===== src/rtl/core/downlink_frame_checker_assert.svh =====
// Assertion macros shared by the frame checker RTL
`ifndef DOWNLINK_FRAME_CHECKER_ASSERT_SVH
`define DOWNLINK_FRAME_CHECKER_ASSERT_SVH

// same-cycle implication, checked on every clock edge outside reset
`define DFC_ASSERT_IMPL(label, ante, cons, msg) \
   label: assert property (@(posedge clock) disable iff (reset) (ante) |-> (cons)) \
      else $error(msg);

// next-cycle implication
`define DFC_ASSERT_NEXT(label, ante, cons, msg) \
   label: assert property (@(posedge clock) disable iff (reset) (ante) |=> (cons)) \
      else $error(msg);

`endif


===== src/rtl/core/dfc_pkg.sv =====
// Shared types and constants of the downlink frame checker
`timescale 1ns / 1ps

package dfc_pkg;

   // frame limits
   localparam int unsigned MAX_FRAME_BYTES = 255;
   localparam logic [8:0]  MAX_FRAME_POS   = 9'(MAX_FRAME_BYTES);
   localparam logic [8:0]  POS_SATURATE    = 9'd511;
   localparam logic [8:0]  LAST_SHORT_POS  = 9'd12;

   // message types that get checked
   localparam logic [2:0]  TYPE_UNCONF_DOWN = 3'd3;
   localparam logic [2:0]  TYPE_CONF_DOWN   = 3'd5;

   // reset value of the device address register
   localparam logic [31:0] ADDR_RESET = 32'h4455_6677;

   // result queue
   localparam int unsigned QUEUE_DEPTH = 4;
   localparam int unsigned QPTR_W      = $clog2(QUEUE_DEPTH);
   localparam int unsigned QCNT_W      = QPTR_W + 1;

   // result item kind
   localparam logic ITEM_PAYLOAD = 1'b0;
   localparam logic ITEM_STATUS  = 1'b1;

   typedef enum logic [2:0] {
      ST_IGNORED    = 3'd0,
      ST_ACCEPTED   = 3'd1,
      ST_SHORT      = 3'd2,
      ST_BAD_CHECK  = 3'd3,
      ST_WRONG_ADDR = 3'd4,
      ST_PORT_ZERO  = 3'd5,
      ST_TOO_LONG   = 3'd6
   } dfc_status_type;

   typedef struct packed {
      logic           item_kind;
      logic [7:0]     payload_byte;
      dfc_status_type frame_status;
      logic           ack_request;
      logic [7:0]     payload_length;
      logic           last_result;
   } dfc_item_type;

   // results of one accepted byte: payload item first, then status item
   typedef struct packed {
      logic         pay_valid;
      logic         stat_valid;
      dfc_item_type pay;
      dfc_item_type stat;
   } dfc_push_type;

endpackage


===== src/rtl/core/dfc_parser.sv =====
// Per-byte frame parsing, check logic and result generation
`timescale 1ns / 1ps
`include "downlink_frame_checker_assert.svh"

module dfc_parser (
   input  logic                clock,
   input  logic                reset,
   input  logic                beat_accept,
   input  logic [7:0]          data_byte,
   input  logic                last_byte,
   input  logic [31:0]         device_address,
   output dfc_pkg::dfc_push_type push
);
   import dfc_pkg::*;

   // frame state
   logic [8:0]  pos_ff, pos_in;
   logic [7:0]  sum_ff, sum_in;
   logic [7:0]  tail_ff [4];
   logic [7:0]  tail_in [4];
   logic [2:0]  type_ff, type_in;
   logic [31:0] addr_ff, addr_in;
   logic [3:0]  opts_ff, opts_in;
   logic [7:0]  port_ff, port_in;
   logic [7:0]  cnt_ff, cnt_in;

   // values as updated by the current byte
   logic [2:0]     type_eff;
   logic [31:0]    addr_eff;
   logic [3:0]     opts_eff;
   logic [7:0]     port_eff;
   logic [7:0]     sum_eff;
   logic [7:0]     cnt_eff;
   logic           checked;
   logic           past_head;
   logic           emit;
   logic           has_payload;
   dfc_status_type status;
   logic           ack;
   logic [7:0]     plen;

   // field capture and payload decision
   always_comb begin
      type_eff = (pos_ff == 9'd0) ? data_byte[7:5] : type_ff;
      addr_eff = addr_ff;
      case (pos_ff)
         9'd1:    addr_eff[7:0]   = data_byte;
         9'd2:    addr_eff[15:8]  = data_byte;
         9'd3:    addr_eff[23:16] = data_byte;
         9'd4:    addr_eff[31:24] = data_byte;
         default: addr_eff        = addr_ff;
      endcase
      opts_eff = (pos_ff == 9'd5) ? data_byte[3:0] : opts_ff;
      port_eff = (pos_ff >= 9'd6 && pos_ff == 9'd8 + {5'd0, opts_eff}) ? data_byte : port_ff;
      checked  = (type_eff == TYPE_UNCONF_DOWN) || (type_eff == TYPE_CONF_DOWN);
      past_head = pos_ff >= 9'd4;
      sum_eff  = past_head ? sum_ff + tail_ff[0] : sum_ff;
      emit     = past_head && checked && (port_eff != 8'd0) &&
                 (pos_ff >= 9'd13 + {5'd0, opts_eff}) && (pos_ff < MAX_FRAME_POS);
      cnt_eff  = (emit && cnt_ff != 8'hFF) ? cnt_ff + 8'd1 : cnt_ff;
      has_payload = pos_ff > LAST_SHORT_POS + {5'd0, opts_eff};
   end

   // end-of-frame status, checks in priority order
   always_comb begin
      ack  = 1'b0;
      plen = 8'd0;
      if (pos_ff >= MAX_FRAME_POS) begin
         status = ST_TOO_LONG;
      end else if (!checked) begin
         status = ST_IGNORED;
      end else if (pos_ff < LAST_SHORT_POS) begin
         status = ST_SHORT;
      end else if (tail_ff[1] != 8'd0 || tail_ff[2] != 8'd0 || tail_ff[3] != 8'd0 ||
                   data_byte != sum_eff) begin
         status = ST_BAD_CHECK;
      end else if (addr_eff != device_address) begin
         status = ST_WRONG_ADDR;
      end else if (has_payload && port_eff == 8'd0 && opts_eff == 4'd0) begin
         status = ST_PORT_ZERO;
      end else begin
         status = ST_ACCEPTED;
         ack    = (type_eff == TYPE_CONF_DOWN);
         if (has_payload && port_eff != 8'd0) begin
            plen = cnt_eff;
         end
      end
   end

   // result items for this beat
   always_comb begin
      push.pay_valid           = beat_accept && emit;
      push.stat_valid          = beat_accept && last_byte;
      push.pay.item_kind       = ITEM_PAYLOAD;
      push.pay.payload_byte    = tail_ff[0];
      push.pay.frame_status    = ST_IGNORED;
      push.pay.ack_request     = 1'b0;
      push.pay.payload_length  = 8'd0;
      push.pay.last_result     = 1'b0;
      push.stat.item_kind      = ITEM_STATUS;
      push.stat.payload_byte   = 8'd0;
      push.stat.frame_status   = status;
      push.stat.ack_request    = ack;
      push.stat.payload_length = plen;
      push.stat.last_result    = 1'b1;
   end

   // next state: advance on each beat, clear after the last byte
   always_comb begin
      pos_in  = pos_ff;
      sum_in  = sum_ff;
      tail_in = tail_ff;
      type_in = type_ff;
      addr_in = addr_ff;
      opts_in = opts_ff;
      port_in = port_ff;
      cnt_in  = cnt_ff;
      if (beat_accept) begin
         if (last_byte) begin
            pos_in  = 9'd0;
            sum_in  = 8'd0;
            tail_in = '{default: 8'd0};
            type_in = 3'd0;
            addr_in = 32'd0;
            opts_in = 4'd0;
            port_in = 8'd0;
            cnt_in  = 8'd0;
         end else begin
            pos_in     = (pos_ff != POS_SATURATE) ? pos_ff + 9'd1 : pos_ff;
            sum_in     = sum_eff;
            tail_in[0] = tail_ff[1];
            tail_in[1] = tail_ff[2];
            tail_in[2] = tail_ff[3];
            tail_in[3] = data_byte;
            type_in    = type_eff;
            addr_in    = addr_eff;
            opts_in    = opts_eff;
            port_in    = port_eff;
            cnt_in     = cnt_eff;
         end
      end
   end

   always_ff @(posedge clock) begin
      if (reset) begin
         pos_ff  <= 9'd0;
         sum_ff  <= 8'd0;
         tail_ff <= '{default: 8'd0};
         type_ff <= 3'd0;
         addr_ff <= 32'd0;
         opts_ff <= 4'd0;
         port_ff <= 8'd0;
         cnt_ff  <= 8'd0;
      end else begin
         pos_ff  <= pos_in;
         sum_ff  <= sum_in;
         tail_ff <= tail_in;
         type_ff <= type_in;
         addr_ff <= addr_in;
         opts_ff <= opts_in;
         port_ff <= port_in;
         cnt_ff  <= cnt_in;
      end
   end

   // payload never comes from the header or past the length limit
   `DFC_ASSERT_IMPL(a_pay_in_range, push.pay_valid, pos_ff >= 9'd4 && pos_ff < MAX_FRAME_POS, "payload beat outside frame body")
   // a closing byte leaves the frame state cleared
   `DFC_ASSERT_NEXT(a_clear_after_last, beat_accept && last_byte, pos_ff == 9'd0 && cnt_ff == 8'd0 && sum_ff == 8'd0, "frame state not cleared")

endmodule


===== config.mk =====
export PLATFORM = sky130hd
export DESIGN_NAME = dfc_parser
export DESIGN_NICKNAME = d
export VERILOG_FILES = /design/src/rtl/core/dfc_pkg.sv /design/src/rtl/core/dfc_parser.sv
export VERILOG_INCLUDE_DIRS = /design/src /design/src/rtl/core
export SDC_FILE = /design/constraint.sdc
export NUM_CORES = 1
export LEC_CHECK = 0
export BUFFER_PORTS_ARGS = -buffer_cell sky130_fd_sc_hd__buf_2
export CELL_PAD_IN_SITES_DETAIL_PLACEMENT = 1
export CELL_PAD_IN_SITES_GLOBAL_PLACEMENT = 2
export CORE_MARGIN = 2
export CORE_UTILIZATION = 34
export CTS_CLUSTER_DIAMETER = 150
export CTS_CLUSTER_SIZE = 12
export DETAILED_ROUTE_END_ITERATION = 16
export PLACE_DENSITY_LB_ADDON = 0.1
export RECOVER_POWER = 100
export SLEW_MARGIN = 40
export SYNTH_ARGS = -nofsm -noshare
export SYNTH_HDL_FRONTEND = slang
export SYNTH_SLANG_ARGS = --single-unit
export TNS_END_PERCENT = 10

===== constraint.sdc =====
create_clock -name clock -period 5.6 [get_ports clock]
set_clock_uncertainty 0.05 [all_clocks]
set_input_delay 1.12 -clock clock [delete_from_list [all_inputs] [get_ports clock]]
set_output_delay 1.12 -clock clock [all_outputs]
set_load 0.05 [all_outputs]

Yosys cells after proc, flatten, opt, wreduce, memory -nomap -nowiden
Cells that the tools add are included.
- ROM bits: 0
- output and inout port bits: 46
- memories kept: 0
- bits in writable memories: 0
- input port bits: 44
- latch bits: 0
- logic and storage cells: 97
- register bits: 104
- divide/modulo/power cells: 0
- multiplexer cells: 37
- shift operators: 0
- $add $sub $neg: 6
- multipliers: 0
- equality and inequality tests: 12
- bitwise logic cells: 0
- reduce and logical (&&, ||, !) cells: 24
- magnitude comparators: 7
- operators by type and width (kind ; number):
    8-bit two-way mux ; 17
    32-bit two-way mux ; 2
    32-bit inequality test ; 1
    8-bit nonzero test ; 4
    3-bit two-way mux ; 8
    9-bit by 2-bit equality test with 1-bit output (second input constant) ; 2
    9-bit by 3-bit equality test with 1-bit output (second input constant) ; 2
    9-bit by 3-bit >= comparator with 1-bit output (second input constant) ; 2
    9-bit two-way mux ; 2
    4-bit by 4-bit adder with 5-bit output (first input constant) ; 3
    1-bit logical AND ; 11
    9-bit by 1-bit adder with 9-bit output (second input constant) ; 1
    9-bit by 1-bit equality test with 1-bit output (second input constant) ; 1
    9-bit by 5-bit equality test with 1-bit output ; 1
    9-bit by 5-bit >= comparator with 1-bit output ; 1
    9-bit by 8-bit >= comparator with 1-bit output (second input constant) ; 1
    9-bit by 5-bit greater-than comparator with 1-bit output ; 1
    9-bit logical NOT ; 1
    9-bit by 4-bit less-than comparator with 1-bit output (second input constant) ; 1
    9-bit by 8-bit less-than comparator with 1-bit output (second input constant) ; 1
    9-bit inequality test (second input constant) ; 1
    8-bit by 1-bit adder with 8-bit output (second input constant) ; 1
    8-bit adder ; 1
    8-bit logical NOT ; 1
    10 further kinds ; 19

Logic depth before layout (Yosys ltp)
- depth after elaboration: 19
- depth in mapped cells: 18
- depth with buffers taken out: 17

Worst setup path after synthesis
OpenSTA, ideal clock, no wires.
- path type: input to output
- start: input data_byte[2]
- end: output push[12] (netlist bit)
- data arrival time: 4.670 ns
- stages on the path: 11
- setup slack: -0.240 ns
- buffers on the path: 1
- required time: 4.430 ns
- path through: clkbuf_1 -> inv_1 -> nor2_1 -> a21oi_1 -> inv_1 -> ha_1 -> a2111oi_4 -> mux2i_1 -> nand2_1 -> o31a_1 -> o41ai_1
- RTL lines (what ; RTL line ; RTL):
    from (decl) ; dfc_parser.sv:9 ; input logic [7:0] data_byte,
    to (decl) ; dfc_parser.sv:12 ; output dfc_pkg::dfc_push_type push

==> results.py <==
metrics = {
    "status": {
        "run_status": "finished with violations",
        "violated_checks": "max-capacitance violations, max-slew violations",
    },
    "synth": {
        "synthDistinctLibCells": 75,
        "yosys-top-cells-area": "dfxtp_1 (30%), nor2_1 (9.1%), a22oi_1 (5.8%)",
        "postSynthAreaPerCell_um2": 7.57,
        "yosys_warnings": 0,
        "async_reset_ff_frac": 0,
        "synth-edff-count": 0,
        "synth_cells": 919,
        "synth_top_area_share": 0.299,
        "yosys_register_bits": 104,
        "syn_area_um2": 6950,
        "ys_seq_area_frac": 0.299,
        "postSynth.topFlopCell": "dfxtp_1",
        "synth.largest_area_cell": "dfxtp_1",
    },
    "die": {
        "dieWidth_um": 147,
        "placementRows": 52,
        "initial_core_util": 0.345,
        "core-area_um2": 20200,
        "ios": 90,
        "total_die_area_um2": 21600,
        "die_h_um": 147,
    },
    "drt": {
        "dr_total_vias": 6873,
        "drc": 0,
        "dr.pass1.iters": 5,
        "avgRoutedWirePerCell_um": 21.0,
        "avgViaCountPerCell": 5.57,
        "totalWireLength_um": 25900,
        "dr.first_iter.drc_count": 382,
        "antenna_violating_nets_post_route": 0,
    },
    "timing": {
        "slew_at_the_pin_closest_to_its_max_slew_limit_ns": 2.42,
        "report.final.hold_viol_count": 0,
        "totalNegativeSetupSlack_ns": 0,
        "rsz0062_at_grt": "false",
        "final.period_utilization": 0.953,
        "hold_slack_ns": 0.452,
        "slew_violations": 89,
        "slew-limit-headroom": -0.616,
        "fmax_ghz": 0.187,
        "timing.final.crit_period_ns": 5.34,
        "final-setup-viol-count": 0,
    },
    "worst_setup_path": {
        "worstSetupPathType": "reg2out",
        "worst_r2r_startpoint": "pos_ff[1]",
        "critPathRequiredTime_ns": 4.43,
        "critical_path.top_delay_family": "compound AO/OA/AOI/OAI gates",
        "timing.critical_path.cells": "ha_1 -> fa_1 -> a211oi_1 -> nor2_1 -> o31ai_1 -> xor2_1 -> a2111oi_1 -> buf_4 -> nand3_1 -> nand4bb_1 -> buf_4 -> nor2_1 -> clkbuf_2",
        "cp_num_buf_inv": 3,
        "worst_path_max_delay_cell": "a2111oi_1",
        "worst_r2r_path_depth": 18,
        "cpPeakStageDelay_ns": 0.63,
        "critPathLaunchType": "flop",
        "timing.critical_path.fanout_max": 7,
        "r2r_end": "cnt_ff[3]",
        "crit_arrival_ns": 4.17,
        "ff2ff_setup_slack_ns": 1.72,
        "worstSetupEndpointType": "primary output",
    },
    "power_and_ir_drop": {
        "power.switching_fraction": 0.314,
        "p_comb_frac": 0.140,
        "share_clk_of_total_power": 0.401,
        "power_per_cell_area_nw_per_um2": 209,
        "max-vdd-ir-drop_mv": 0.133,
        "cell_internal_pwr_w": 0.00112,
        "power.net_switching_w": 0.000512,
        "leakagePower_nw": 3.03,
        "seq_power_share": 0.458,
    },
    "layout": {
        "drive_above_1_share": 0.132,
        "syn_to_final_growth_pct": 12.4,
        "final_cells": 1234,
        "nNetsFinal": 1028,
        "insertedDiodeCount": 0,
        "final_core_util": 0.387,
    },
    "clock_tree": {
        "numClockSinks": 104,
        "clock_transition_at_the_registers_of_the_reported_paths_ns": 0.08,
        "cts_inserted_buffers": 9,
        "clock_tree.root_cell": "clkbuf_16",
        "htree_levels": 3,
        "tritoncts_clock_tree": "built",
        "cts-hold-fix-buffers": 0,
        "clk-insertion-delay-late_ns": 0.37,
        "cts_buffer_depth": 2,
    },
    "min_path": {
        "min_delay_worst_endpoint": "tail_ff[2]",
        "holdPathStages": 2,
        "worst_hold_path_type": "reg2reg",
        "timing.hold.worst.start": "tail_ff[2]",
    },
    "global_route": {
        "pin_count_of_the_biggest_net_entering_global_routing": 105,
        "grtUsageMet1": 0.316,
        "globalRouteOverflowTotal": 0,
        "grt.busiest_layer": "met2",
        "use_met2": 0.410,
        "grt_usage": 0.240,
        "vias_in_the_first_global_route": 6984,
        "globalRouteMet3Util": 0.0317,
        "grt_first_pass_wirelength_um": 40400,
        "antenna_found_initial": 0,
    },
    "placed_design": {
        "port_buffers": 65,
        "place.gp.congestion": 0.921,
        "dpl.cell_count": 1215,
        "dp_hpwl_um": 18900,
    },
    "job": {
        "maximum_capacitance_violations": 2,
    },
}
## kinds of logic after synthesis
group                    share of synthesized area
adder cells (fa/ha/maj)                     0.0461
XOR/XNOR                                    0.0617
buffers and inverters                       0.0838
flip-flops                                   0.299
other                                      0.00108
AO/OA/AOI/OAI                                0.211
AND/OR/NAND/NOR                              0.269
multiplexers                                0.0275
## cells in the final DEF (no fill, tap or decap), types with 5 or more instances in the layout
cell type / instances
a211oi_1: 11
a21oi_1: 61
a22oi_1: 54
a32oi_1: 6
and2_1: 6
and3_1: 10
buf_2: 44
buf_4: 27
clkbuf_1: 13
clkbuf_16: 9
clkbuf_2: 7
conb_1: 24
dfxtp_1: 103
ha_1: 23
inv_1: 31
mux2i_1: 18
nand2_1: 62
nand2b_1: 10
nand3_1: 18
nand4_1: 9
nor2_1: 167
nor2b_1: 24
nor3_1: 16
nor3b_1: 5
nor4_1: 17
o2111ai_1: 5
o21ai_0: 31
o22ai_1: 5
or3_1: 6
xnor2_1: 17
xor2_1: 32
## sequential cells by signal, summed over array words and instances (netlist names)
| name | count |
|---|---|
| opts_ff | 4 |
| tail_ff | 24 |
| cnt_ff | 8 |
| push | 8 |
| port_ff | 8 |
| addr_ff | 32 |
| pos_ff | 9 |
| type_ff | 3 |
| sum_ff | 8 |
## metal layers
layer,vias up,share of wire
li1,3275,-
met2,158,0.49
met3,33,0.042
met1,3407,0.45
met5,-,0
met4,0,0.021
## worst max path at each step
stage	cells past startpoint	start	endpoint	slack, ns
2_1_floorplan	12	data_byte[2]	push[7]	-0.12
3_3_place_gp	13	data_byte[2]	push[8]	0.35
3_5_place_dp	13	data_byte[2]	push[5]	0.18
4_1_cts	13	sum_ff[0]	push[5]	0.04
5_1_grt	19	pos_ff[1]	push[4]	0.007
6_report	13	sum_ff[0]	push[3]	0.26
## cell type report
type                    count  area (µm²)
flip-flops and latches    104        2080
repair buffers             95         561
inverters                  31         116
clock buffers               9         225
clock inverters             7        68.8
well taps                 270         338
multi-input cells         718        4420
fillers                  2520       12400
## worst min-delay path, cell delays in order, from the launching register on
cell,delay (ns)
dfxtp_1,0.34
nand2_1,0.07
a21oi_1,0.05
## power groups by stage
stage	logic, W	clock network, W	registers, W
CTS	0.000227	0.000674	0.000749
detailed placement	0.000227	0	0.000766
global placement	0.000224	0	0.000766
finish	0.000229	0.000655	0.000749
floorplan	0.000158	0	0.000765
global route	0.000246	0.000706	0.000750
## synth_stat cells (18+ instances only)
master	instances
nand3_1	18
a21oi_1	62
clkbuf_1	46
buf_4	35
nor2_1	169
nor2b_1	24
a22oi_1	54
ha_1	24
mux2i_1	18
inv_1	31
o21ai_0	28
nand2_1	63
xor2_1	32
dfxtp_1	104
## stage by stage
| step | total power, W | setup slack (ns) | area (µm²) |
|---|---|---|---|
| after floorplan | 0.000923 | -0.117 | 7040 |
| after global routing | 0.00170 | 0.00669 | 7820 |
| after global placement | 0.000990 | 0.347 | 7450 |
| after detailed placement | 0.000993 | 0.179 | 7450 |
| after CTS | 0.00165 | 0.0352 | 7760 |
| final | 0.00163 | 0.263 | 7820 |
## timing repair
item | in CTS | in global routing
endpoints found under the hold margin | 0 | 0
setup endpoints to repair | 2 | 8
setup buffers | 0 | 2
resized for setup | 3 | 8
pin swaps | 0 | 2
(Power assumes the default switching activity.)
